==> src/sv/kqa_pkg.sv <==
package kqa_pkg;

    localparam int NUM_DEVICES = 2;
    localparam int NKEYS       = 6;
    localparam int NARROWS     = 4;
    localparam int NARMED      = NUM_DEVICES * NARROWS;
    localparam int TREE_LEAVES = 2 ** $clog2(NARMED);

    localparam logic [15:0] PERIOD_RESET = 16'd700;
    localparam logic [31:0] TIME_MAX     = 32'hFFFF_FFFF;

    // raw event types and sync subtypes
    localparam logic [15:0] EV_SYN       = 16'd0;
    localparam logic [15:0] EV_KEY       = 16'd1;
    localparam logic [15:0] SYNC_MARK    = 16'd0;
    localparam logic [15:0] SYNC_OVERRUN = 16'd3;

    localparam logic [31:0] VAL_RELEASE = 32'd0;
    localparam logic [31:0] VAL_PRESS   = 32'd1;

    localparam logic [15:0] CODE_UP    = 16'd103;
    localparam logic [15:0] CODE_DOWN  = 16'd108;
    localparam logic [15:0] CODE_LEFT  = 16'd105;
    localparam logic [15:0] CODE_RIGHT = 16'd106;
    localparam logic [15:0] CODE_OK_A  = 16'd352;
    localparam logic [15:0] CODE_OK_B  = 16'd28;
    localparam logic [15:0] CODE_BACK  = 16'd158;

    typedef enum logic [1:0] {
        OP_RAW    = 2'd0,
        OP_TICK   = 2'd1,
        OP_RESUME = 2'd2
    } op_t;

    typedef enum logic [2:0] {
        KEY_NONE  = 3'd0,
        KEY_UP    = 3'd1,
        KEY_DN    = 3'd2,
        KEY_LT    = 3'd3,
        KEY_RT    = 3'd4,
        KEY_OK    = 3'd5,
        KEY_BACK  = 3'd6
    } key_t;

    typedef struct packed {
        logic [1:0]  operation;
        logic        device;
        logic [15:0] event_type;
        logic [15:0] event_code;
        logic [31:0] event_value;
        logic [31:0] now_ms;
        logic [31:0] deadline_in;
    } request_t;

    function automatic key_t code_to_key(input logic [15:0] code);
        key_t k;
        case (code)
            CODE_UP:    k = KEY_UP;
            CODE_DOWN:  k = KEY_DN;
            CODE_LEFT:  k = KEY_LT;
            CODE_RIGHT: k = KEY_RT;
            CODE_OK_A:  k = KEY_OK;
            CODE_OK_B:  k = KEY_OK;
            CODE_BACK:  k = KEY_BACK;
            default:    k = KEY_NONE;
        endcase
        return k;
    endfunction

endpackage

==> src/sv/kqa_ifs.sv <==
interface kqa_in_if;
    logic        valid;
    logic        ready;
    logic [1:0]  operation;
    logic        device;
    logic [15:0] event_type;
    logic [15:0] event_code;
    logic signed [31:0] event_value;
    logic [31:0] now_ms;
    logic [31:0] deadline_in;

    modport source (
        output valid, operation, device, event_type, event_code, event_value,
               now_ms, deadline_in,
        input  ready
    );
    modport sink (
        input  valid, operation, device, event_type, event_code, event_value,
               now_ms, deadline_in,
        output ready
    );
endinterface

interface kqa_out_if;
    logic        valid;
    logic        ready;
    logic [2:0]  key_out;
    logic [31:0] next_due_ms;

    modport source (output valid, key_out, next_due_ms, input ready);
    modport sink   (input valid, key_out, next_due_ms, output ready);
endinterface

==> src/sv/key_event_qualifier_autorepeat.sv <==
// Key event qualifier with auto-repeat.
//
// evt carries one request per accepted valid/ready handshake: a raw device
// event, a repeat tick or a resume. res returns exactly one result per
// request, in order: the emitted logical key and the earliest repeat time of
// any held arrow, capped by the request's deadline. cfg_wr_en/cfg_wr_data
// write the repeat period in milliseconds; write it only while idle.
//
// Pipeline: input register -> qualify/update stage -> minimum stage -> output
// register. A request passes the input, middle and output registers, and a new
// request can be taken every cycle while res does not stall. The per-cycle work
// is the key decode, one 32-bit saturating add, eight parallel compares with a
// priority pick, and a compare tree over the eight armed repeat times.
//
// Reset clears held flags, overflow waits and the pipeline, and loads the
// period with 700 ms. Repeat times come up undefined; they are only read for
// held arrows, whose press always writes them first.
//
// When res stalls, each stage holds and the stages behind it keep filling;
// evt.ready drops only once all three pipeline registers hold requests.
module key_event_qualifier_autorepeat (
    input  logic        clk,
    input  logic        rst_n,
    input  logic        cfg_wr_en,
    input  logic [15:0] cfg_wr_data,
    kqa_in_if.sink      evt,
    kqa_out_if.source   res
);

    // ---------------------------------------------------------------
    // State
    // ---------------------------------------------------------------
    logic [15:0] period_reg;
    logic        held_reg  [kqa_pkg::NUM_DEVICES][kqa_pkg::NKEYS];
    logic        held_next [kqa_pkg::NUM_DEVICES][kqa_pkg::NKEYS];
    logic        wait_reg  [kqa_pkg::NUM_DEVICES];
    logic        wait_next [kqa_pkg::NUM_DEVICES];
    logic [31:0] rtime_reg [kqa_pkg::NUM_DEVICES][kqa_pkg::NARROWS];

    // pipeline registers
    kqa_pkg::request_t in_reg;
    logic              in_valid_reg;
    kqa_pkg::key_t     mid_key_reg;
    kqa_pkg::key_t     key_next;
    logic [31:0]       mid_deadline_reg;
    logic              mid_valid_reg;
    kqa_pkg::key_t     out_key_reg;
    logic [31:0]       out_due_reg;
    logic              out_valid_reg;

    // stage enables: a stage loads when it is empty or its content moves on
    logic out_en;
    logic mid_en;
    logic in_en;

    assign out_en    = !out_valid_reg || res.ready;
    assign mid_en    = !mid_valid_reg || out_en;
    assign in_en     = !in_valid_reg  || mid_en;
    assign evt.ready = in_en;

    logic advance_in;
    assign advance_in = in_valid_reg && mid_en;

    // ---------------------------------------------------------------
    // Qualify/update stage
    // ---------------------------------------------------------------
    logic                    dev_ok;
    kqa_pkg::key_t           code_key;
    logic [2:0]              key_idx;
    logic [32:0]             arm_sum;
    logic [31:0]             arm_time;
    logic                    rt_we;
    logic                    rt_dev;
    logic [1:0]              rt_idx;
    logic                    tick_found;

    assign dev_ok   = 32'(in_reg.device) < 32'(kqa_pkg::NUM_DEVICES);
    assign code_key = kqa_pkg::code_to_key(in_reg.event_code);
    assign key_idx  = 3'(code_key - 3'd1);

    // saturate the re-arm time instead of wrapping
    assign arm_sum  = {1'b0, in_reg.now_ms} + {17'd0, period_reg};
    assign arm_time = arm_sum[32] ? kqa_pkg::TIME_MAX : arm_sum[31:0];

    always_comb
    begin
        held_next  = held_reg;
        wait_next  = wait_reg;
        key_next   = kqa_pkg::KEY_NONE;
        rt_we      = 1'b0;
        rt_dev     = in_reg.device;
        rt_idx     = key_idx[1:0];
        tick_found = 1'b0;

        case (in_reg.operation)
            kqa_pkg::OP_RAW:
            begin
                if (dev_ok)
                begin
                    if (in_reg.event_type == kqa_pkg::EV_SYN &&
                        in_reg.event_code == kqa_pkg::SYNC_OVERRUN)
                    begin
                        // queue overflow: drop everything held and wait
                        for (int k = 0; k < kqa_pkg::NKEYS; k++)
                        begin
                            held_next[in_reg.device][k] = 1'b0;
                        end
                        wait_next[in_reg.device] = 1'b1;
                    end
                    else if (wait_reg[in_reg.device])
                    begin
                        if (in_reg.event_type == kqa_pkg::EV_SYN &&
                            in_reg.event_code == kqa_pkg::SYNC_MARK)
                        begin
                            wait_next[in_reg.device] = 1'b0;
                        end
                    end
                    else if (in_reg.event_type == kqa_pkg::EV_KEY &&
                             code_key != kqa_pkg::KEY_NONE)
                    begin
                        if (in_reg.event_value == kqa_pkg::VAL_RELEASE)
                        begin
                            held_next[in_reg.device][key_idx] = 1'b0;
                        end
                        else if (in_reg.event_value == kqa_pkg::VAL_PRESS &&
                                 !held_reg[in_reg.device][key_idx])
                        begin
                            held_next[in_reg.device][key_idx] = 1'b1;
                            key_next = code_key;
                            rt_we    = (code_key <= kqa_pkg::KEY_RT);
                        end
                    end
                end
            end
            kqa_pkg::OP_TICK:
            begin
                // first due held arrow in device-then-key order
                for (int d = 0; d < kqa_pkg::NUM_DEVICES; d++)
                begin
                    for (int k = 0; k < kqa_pkg::NARROWS; k++)
                    begin
                        if (!tick_found && held_reg[d][k] &&
                            in_reg.now_ms >= rtime_reg[d][k])
                        begin
                            tick_found = 1'b1;
                            rt_we      = 1'b1;
                            rt_dev     = 1'(d);
                            rt_idx     = 2'(k);
                            key_next   = kqa_pkg::key_t'(3'(k + 1));
                        end
                    end
                end
            end
            kqa_pkg::OP_RESUME:
            begin
                for (int d = 0; d < kqa_pkg::NUM_DEVICES; d++)
                begin
                    for (int k = 0; k < kqa_pkg::NKEYS; k++)
                    begin
                        held_next[d][k] = 1'b0;
                    end
                end
            end
            default:
            begin
                key_next = kqa_pkg::KEY_NONE;
            end
        endcase
    end

    // ---------------------------------------------------------------
    // Minimum stage: reads state as left by the request in mid
    // ---------------------------------------------------------------
    logic [31:0] node [1:2*kqa_pkg::TREE_LEAVES-1];
    logic [31:0] due_next;

    always_comb
    begin
        for (int i = 0; i < kqa_pkg::TREE_LEAVES; i++)
        begin
            node[kqa_pkg::TREE_LEAVES + i] = kqa_pkg::TIME_MAX;
        end
        for (int d = 0; d < kqa_pkg::NUM_DEVICES; d++)
        begin
            for (int k = 0; k < kqa_pkg::NARROWS; k++)
            begin
                if (held_reg[d][k])
                begin
                    node[kqa_pkg::TREE_LEAVES + d * kqa_pkg::NARROWS + k] = rtime_reg[d][k];
                end
            end
        end
        for (int i = kqa_pkg::TREE_LEAVES - 1; i >= 1; i--)
        begin
            node[i] = (node[2*i] < node[2*i+1]) ? node[2*i] : node[2*i+1];
        end
        due_next = (node[1] < mid_deadline_reg) ? node[1] : mid_deadline_reg;
    end

    // ---------------------------------------------------------------
    // Registers
    // ---------------------------------------------------------------
    always_ff @(posedge clk or negedge rst_n)
    begin
        if (!rst_n)
        begin
            period_reg    <= kqa_pkg::PERIOD_RESET;
            in_valid_reg  <= 1'b0;
            mid_valid_reg <= 1'b0;
            out_valid_reg <= 1'b0;
            for (int d = 0; d < kqa_pkg::NUM_DEVICES; d++)
            begin
                wait_reg[d] <= 1'b0;
                for (int k = 0; k < kqa_pkg::NKEYS; k++)
                begin
                    held_reg[d][k] <= 1'b0;
                end
            end
        end
        else
        begin
            if (cfg_wr_en)
            begin
                period_reg <= cfg_wr_data;
            end
            if (in_en)
            begin
                in_valid_reg <= evt.valid;
            end
            if (mid_en)
            begin
                mid_valid_reg <= in_valid_reg;
            end
            if (out_en)
            begin
                out_valid_reg <= mid_valid_reg;
            end
            // commit state only as the request leaves the input register
            if (advance_in)
            begin
                held_reg <= held_next;
                wait_reg <= wait_next;
            end
        end
    end

    // payload registers, no reset
    always_ff @(posedge clk)
    begin
        if (in_en && evt.valid)
        begin
            in_reg.operation   <= evt.operation;
            in_reg.device      <= evt.device;
            in_reg.event_type  <= evt.event_type;
            in_reg.event_code  <= evt.event_code;
            in_reg.event_value <= evt.event_value;
            in_reg.now_ms      <= evt.now_ms;
            in_reg.deadline_in <= evt.deadline_in;
        end
        if (advance_in)
        begin
            mid_key_reg      <= key_next;
            mid_deadline_reg <= in_reg.deadline_in;
            if (rt_we)
            begin
                rtime_reg[rt_dev][rt_idx] <= arm_time;
            end
        end
        if (mid_valid_reg && out_en)
        begin
            out_key_reg <= mid_key_reg;
            out_due_reg <= due_next;
        end
    end

    assign res.valid       = out_valid_reg;
    assign res.key_out     = out_key_reg;
    assign res.next_due_ms = out_due_reg;

endmodule

==> src/flat_wrapper.sv <==
// flat-port wrapper written by rule: the top's interface ports become plain ports
module key_event_qualifier_autorepeat_flat 
  (clk, rst_n, cfg_wr_en, cfg_wr_data, evt_valid, evt_operation, evt_device, evt_event_type, evt_event_code, evt_event_value, evt_now_ms, evt_deadline_in, evt_ready, res_valid, res_key_out, res_next_due_ms, res_ready);
  kqa_in_if evt_i ();
  kqa_out_if res_i ();
  input  logic clk;
  input  logic rst_n;
  input  logic cfg_wr_en;
  input  logic [15:0] cfg_wr_data;
  input wire logic [$bits(evt_i.valid)-1:0] evt_valid;
  input wire logic [$bits(evt_i.operation)-1:0] evt_operation;
  input wire logic [$bits(evt_i.device)-1:0] evt_device;
  input wire logic [$bits(evt_i.event_type)-1:0] evt_event_type;
  input wire logic [$bits(evt_i.event_code)-1:0] evt_event_code;
  input wire logic [$bits(evt_i.event_value)-1:0] evt_event_value;
  input wire logic [$bits(evt_i.now_ms)-1:0] evt_now_ms;
  input wire logic [$bits(evt_i.deadline_in)-1:0] evt_deadline_in;
  output wire logic [$bits(evt_i.ready)-1:0] evt_ready;
  output wire logic [$bits(res_i.valid)-1:0] res_valid;
  output wire logic [$bits(res_i.key_out)-1:0] res_key_out;
  output wire logic [$bits(res_i.next_due_ms)-1:0] res_next_due_ms;
  input wire logic [$bits(res_i.ready)-1:0] res_ready;
  assign evt_i.valid = evt_valid;
  assign evt_i.operation = evt_operation;
  assign evt_i.device = evt_device;
  assign evt_i.event_type = evt_event_type;
  assign evt_i.event_code = evt_event_code;
  assign evt_i.event_value = evt_event_value;
  assign evt_i.now_ms = evt_now_ms;
  assign evt_i.deadline_in = evt_deadline_in;
  assign evt_ready = evt_i.ready;
  assign res_valid = res_i.valid;
  assign res_key_out = res_i.key_out;
  assign res_next_due_ms = res_i.next_due_ms;
  assign res_i.ready = res_ready;
  key_event_qualifier_autorepeat u_core (.clk(clk), .rst_n(rst_n), .cfg_wr_en(cfg_wr_en), .cfg_wr_data(cfg_wr_data), .evt(evt_i), .res(res_i));
endmodule
==> config.mk <==
export PLATFORM = sky130hd
export DESIGN_NAME = key_event_qualifier_autorepeat_flat
export DESIGN_NICKNAME = d
export VERILOG_FILES = /design/src/sv/kqa_pkg.sv /design/src/sv/kqa_ifs.sv /design/src/sv/key_event_qualifier_autorepeat.sv /design/src/flat_wrapper.sv
export SDC_FILE = /design/constraint.sdc
export NUM_CORES = 2
export LEC_CHECK = 0
export BUFFER_PORTS_ARGS = -buffer_cell sky130_fd_sc_hd__buf_2
export CAP_MARGIN = 20
export CORE_MARGIN = 8
export CORE_UTILIZATION = 63
export CTS_CLUSTER_DIAMETER = 200
export DETAILED_ROUTE_END_ITERATION = 10
export PLACE_DENSITY_LB_ADDON = 0.08
export SLEW_MARGIN = 10
export SYNTH_ARGS = -nofsm -noshare
export SYNTH_HDL_FRONTEND = slang
export SYNTH_SLANG_ARGS = --single-unit
==> constraint.sdc <==
create_clock -name clk -period 15.2 [get_ports clk]
set_input_delay 0.76 -clock clk [delete_from_list [all_inputs] [get_ports clk]]
set_output_delay 0.76 -clock clk [all_outputs]
set_load 0.02 [all_outputs]
==> metrics.csv <==
stage,metric,value,unit
cts,cts_setup_buffers,0,
yosys,synth_compound_area_frac,0.139,
cts,clk_pin_slew,60,ps
routing,drt-initial-drc-count,2323,
timing,drv_slew,0,
timing,rsz0062_at_grt,false,
layout,fin_cells,4200,
timing,worstMarginPinSlew,1140,ps
worst_hold_path,hp-class,input port to asynchronous set/reset pin,
power,p_leak,0.0166,uW
yosys,synth_edf_count,457,
yosys,synth_xor_area_frac,0.00496,
cts,cts_hold_buf,0,
cts,cts_tree,yes,
yosys,synth_mux_area_frac,0.0410,
power,combPwrFrac,0.099,
routing,routed-via-count,26400,
routing,wirelength,99700,um
status,outcome,"complete, no violations",
setup_path,endpoint_kind,flop,
timing,fmax,72.9,MHz
yosys,synthAdderAreaFrac,0.192,
grt,grt_pass1_vias,27000,
grt,grt_max_degree,67,
yosys,yosysWarnings,0,
layout,drive_gt1_frac,0.119,
yosys,ys_ff_latch,490,
yosys,synth_fp_nets,3940,
floorplanning,initial_core_util,0.637,
power,clkPwrFrac,0.400,
power,powerDensity,86.8,mW/mm2
yosys,ys_seq_area_frac,0.434,
timing,finalCritPeriodShare,0.903,
power,p_sw,799,uW
routing,drc,0,
cts,root_buffer,clkbuf_16,
run,maxCapViolations,0,
placed_design,hpwl,79100,um
routing,ant_nets,0,
timing,tns,0,ps
placed_design,portBuffers,188,
grt,grt_pass1_wl,152000,um
yosys,synth_top_family_by_area,adder cells,
routing,drt_first_pass_iters,5,
power,peakVddDrop,0.131,mV
timing,finalSetupViolCount,0,
power,p_sw_frac,0.247,
placed_design,gp_congestion,1.00,
power,pwr-share-seq,0.501,
floorplanning,boundaryPins,189,
timing,finalHoldViolCount,0,
setup_path,slowest_delay,800,ps
setup_path,cp_max_fo,33,
yosys,async_reset_ff_frac,0.0673,
yosys,synth_ff_type,edfxtp_1,
cts,cts_sinks,490,
yosys,netlist_instances,3274,
yosys,synthSimpleGateAreaFrac,0.137,
layout,final_nets,4135,
timing,relSlewSlack,0.239,
setup_path,cp_data_required_time,15550,ps
routing,wl_per_cell,23.7,um
timing,skew,25.6,ps
grt,gr-total-overflow,0,
grt,grt_usage,0.324,
setup_path,setup.worst_path.class,flop to flop,
cts,postCtsResizedCells,0,
layout,area_growth,10.9,%
layout,largest_reg_flops,256,
yosys,synth_cell_types,75,
floorplanning,chipHeight,247,um
power,internal-power,2430,uW
setup_path,worstPathArrival,14070,ps
setup_path,startpoint_type,flop,
yosys,synth_area_per_cell,10.2,um2
layout,diodes,0,
cts,ctsLongestPathBuffers,3,
cts,cts_made_buffers,53,
cts,htree_levels,2,
yosys,syn_area,0.0336,mm2
timing,period_needed,13720,ps
floorplanning,dieWidth,247,um
cts,clock_latency,620,ps
placed_design,dp_cells,4098,
grt,antenna_found_initial,1,
setup_path,cp_slowest_cell,dfrtp_1,
floorplanning,die_area,0.0609,mm2
routing,drt-vias-per-instance,6.29,
layout,nFillCells,3895,
floorplanning,core,0.0527,mm2
floorplanning,fp-row-count,84,
[layer usage]
| layer | GRT usage | routed length [um] |
|---|---|---|
| met2 | 0.547 | 47300 |
| met1 | 0.395 | 38600 |
| met5 | 0 | 9 |
| met3 | 0.0431 | 6820 |
| met4 | 0.195 | 7080 |
[through the flow]
step	total power, uW	util	setup slack, ps	hold WS, ps	cell area, um2
3_3_place_gp	1940	0.671	2000	402	35300
4_1_cts	3240	0.705	1680	289	37100
6_report	3230	0.707	1480	285	37200
3_5_place_dp	1960	0.673	1760	405	35400
5_1_grt	3330	0.707	591	302	37200
2_1_floorplan	1820	-	4550	400	33600
[synth_stat cells (all sizes together) (3+ instances only)]
master | instances | area share
a21o | 167 | 0.037
o21ai | 142 | 0.021
dfrtp | 27 | 0.020
o211a | 3 | 0.00089
a21oi | 195 | 0.029
nor2 | 172 | 0.019
o211ai | 20 | 0.0045
a2111oi | 8 | 0.0021
o21bai | 6 | 0.0013
nor2b | 154 | 0.029
mux2i | 44 | 0.013
o31a | 4 | 0.0010
inv | 370 | 0.041
o2111ai | 4 | 0.0010
or4 | 7 | 0.0017
nand2 | 325 | 0.036
clkbuf | 63 | 0.0070
a221oi | 8 | 0.0026
a31oi | 42 | 0.0078
nor4 | 22 | 0.0045
nand3 | 47 | 0.0070
o22ai | 8 | 0.0015
xnor2 | 5 | 0.0013
o21a | 42 | 0.0094
dfstp | 6 | 0.0047
and4 | 15 | 0.0039
a211oi | 19 | 0.0046
a21boi | 4 | 0.00089
a211o | 7 | 0.0018
nand2b | 40 | 0.0075
nor3 | 44 | 0.0066
a22o | 3 | 0.00078
a31o | 3 | 0.00078
a22oi | 12 | 0.0027
mux2 | 79 | 0.027
nand4 | 70 | 0.013
xor2 | 14 | 0.0037
o31ai | 11 | 0.0026
and2 | 10 | 0.0019
buf | 26 | 0.0033
or2 | 6 | 0.0011
or3 | 12 | 0.0022
and3 | 11 | 0.0021
edfxtp | 457 | 0.41
ha | 513 | 0.19
[power by group through the flow]
stage	Clock, uW	Combinational [uW]	Sequential, uW
after floorplan	0	184	1640
after global placement	0	301	1640
after detailed placement	0	315	1640
after CTS	1310	318	1620
after global routing	1350	351	1620
final	1290	321	1620
[logic make-up after synthesis]
| family | Yosys count |
|---|---|
| DFF | 490 |
| and+or+nand+nor | 939 |
| adders and majority gates | 515 |
| xor gates and xnor gates | 19 |
| muxes | 125 |
| AOI/OAI and AO/OA | 727 |
| buffers and inverters | 459 |
[layout by cell type, fill, tap and decap left out, drive strengths merged, types with 12 or more instances in the layout]
cell type / instances
nand2b: 40
dfrtp: 27
nor3: 44
clkinv: 16
nand4: 70
edfxtp: 457
inv: 373
nor4: 22
ha: 513
a211oi: 19
nor2: 172
a31oi: 42
xor2: 14
nand2: 325
or3: 12
a21oi: 195
buf: 229
clkbuf: 68
nand3: 47
mux2i: 44
and4: 15
o21a: 42
mux2: 79
nor2b: 154
a21o: 167
o211ai: 20
o21ai: 142
a22oi: 12
[critical path, delay by kind of cell, from the launching register on]
kind | cells | cell delay (ps)
compound gates | 22 | 5190
fa+ha+maj | 4 | 1080
buf+inv | 8 | 2250
flops | 1 | 800
mux | 3 | 1010
simple gates | 13 | 3080
[final timing paths]
| check | from | endpoint | slack (ps) | depth (start not counted) |
|---|---|---|---|---|
| worst max register to register | u_core.held_reg[2] | u_core.res.next_due_ms[27] | 1480 | 50 |
| worst min register to register | u_core.in_reg[4] | u_core.mid_deadline_reg[4] | 420 | 0 |
| min in group clk | evt_now_ms[27] | u_core.in_reg[59] | 310 | 1 |
| worst min-delay path | rst_n | u_core.period_reg[1] | 290 | 1 |
| worst max-delay path | u_core.held_reg[2] | u_core.res.next_due_ms[27] | 1480 | 50 |
| max in group asynchronous | rst_n | u_core.held_reg[11] | 14280 | 1 |
[final cells by class]
cell class	instances	area, um2	area share
tap	688	861	0.0231
clock inverter	30	322	0.00864
multi-input combinational	2325	17400	0.466
timing repair buffer	229	1350	0.0364
clock buffer	68	1380	0.0371
inverter	370	1390	0.0373
sequential	490	14600	0.391
Note: power is estimated with default switching activity, not from simulation.
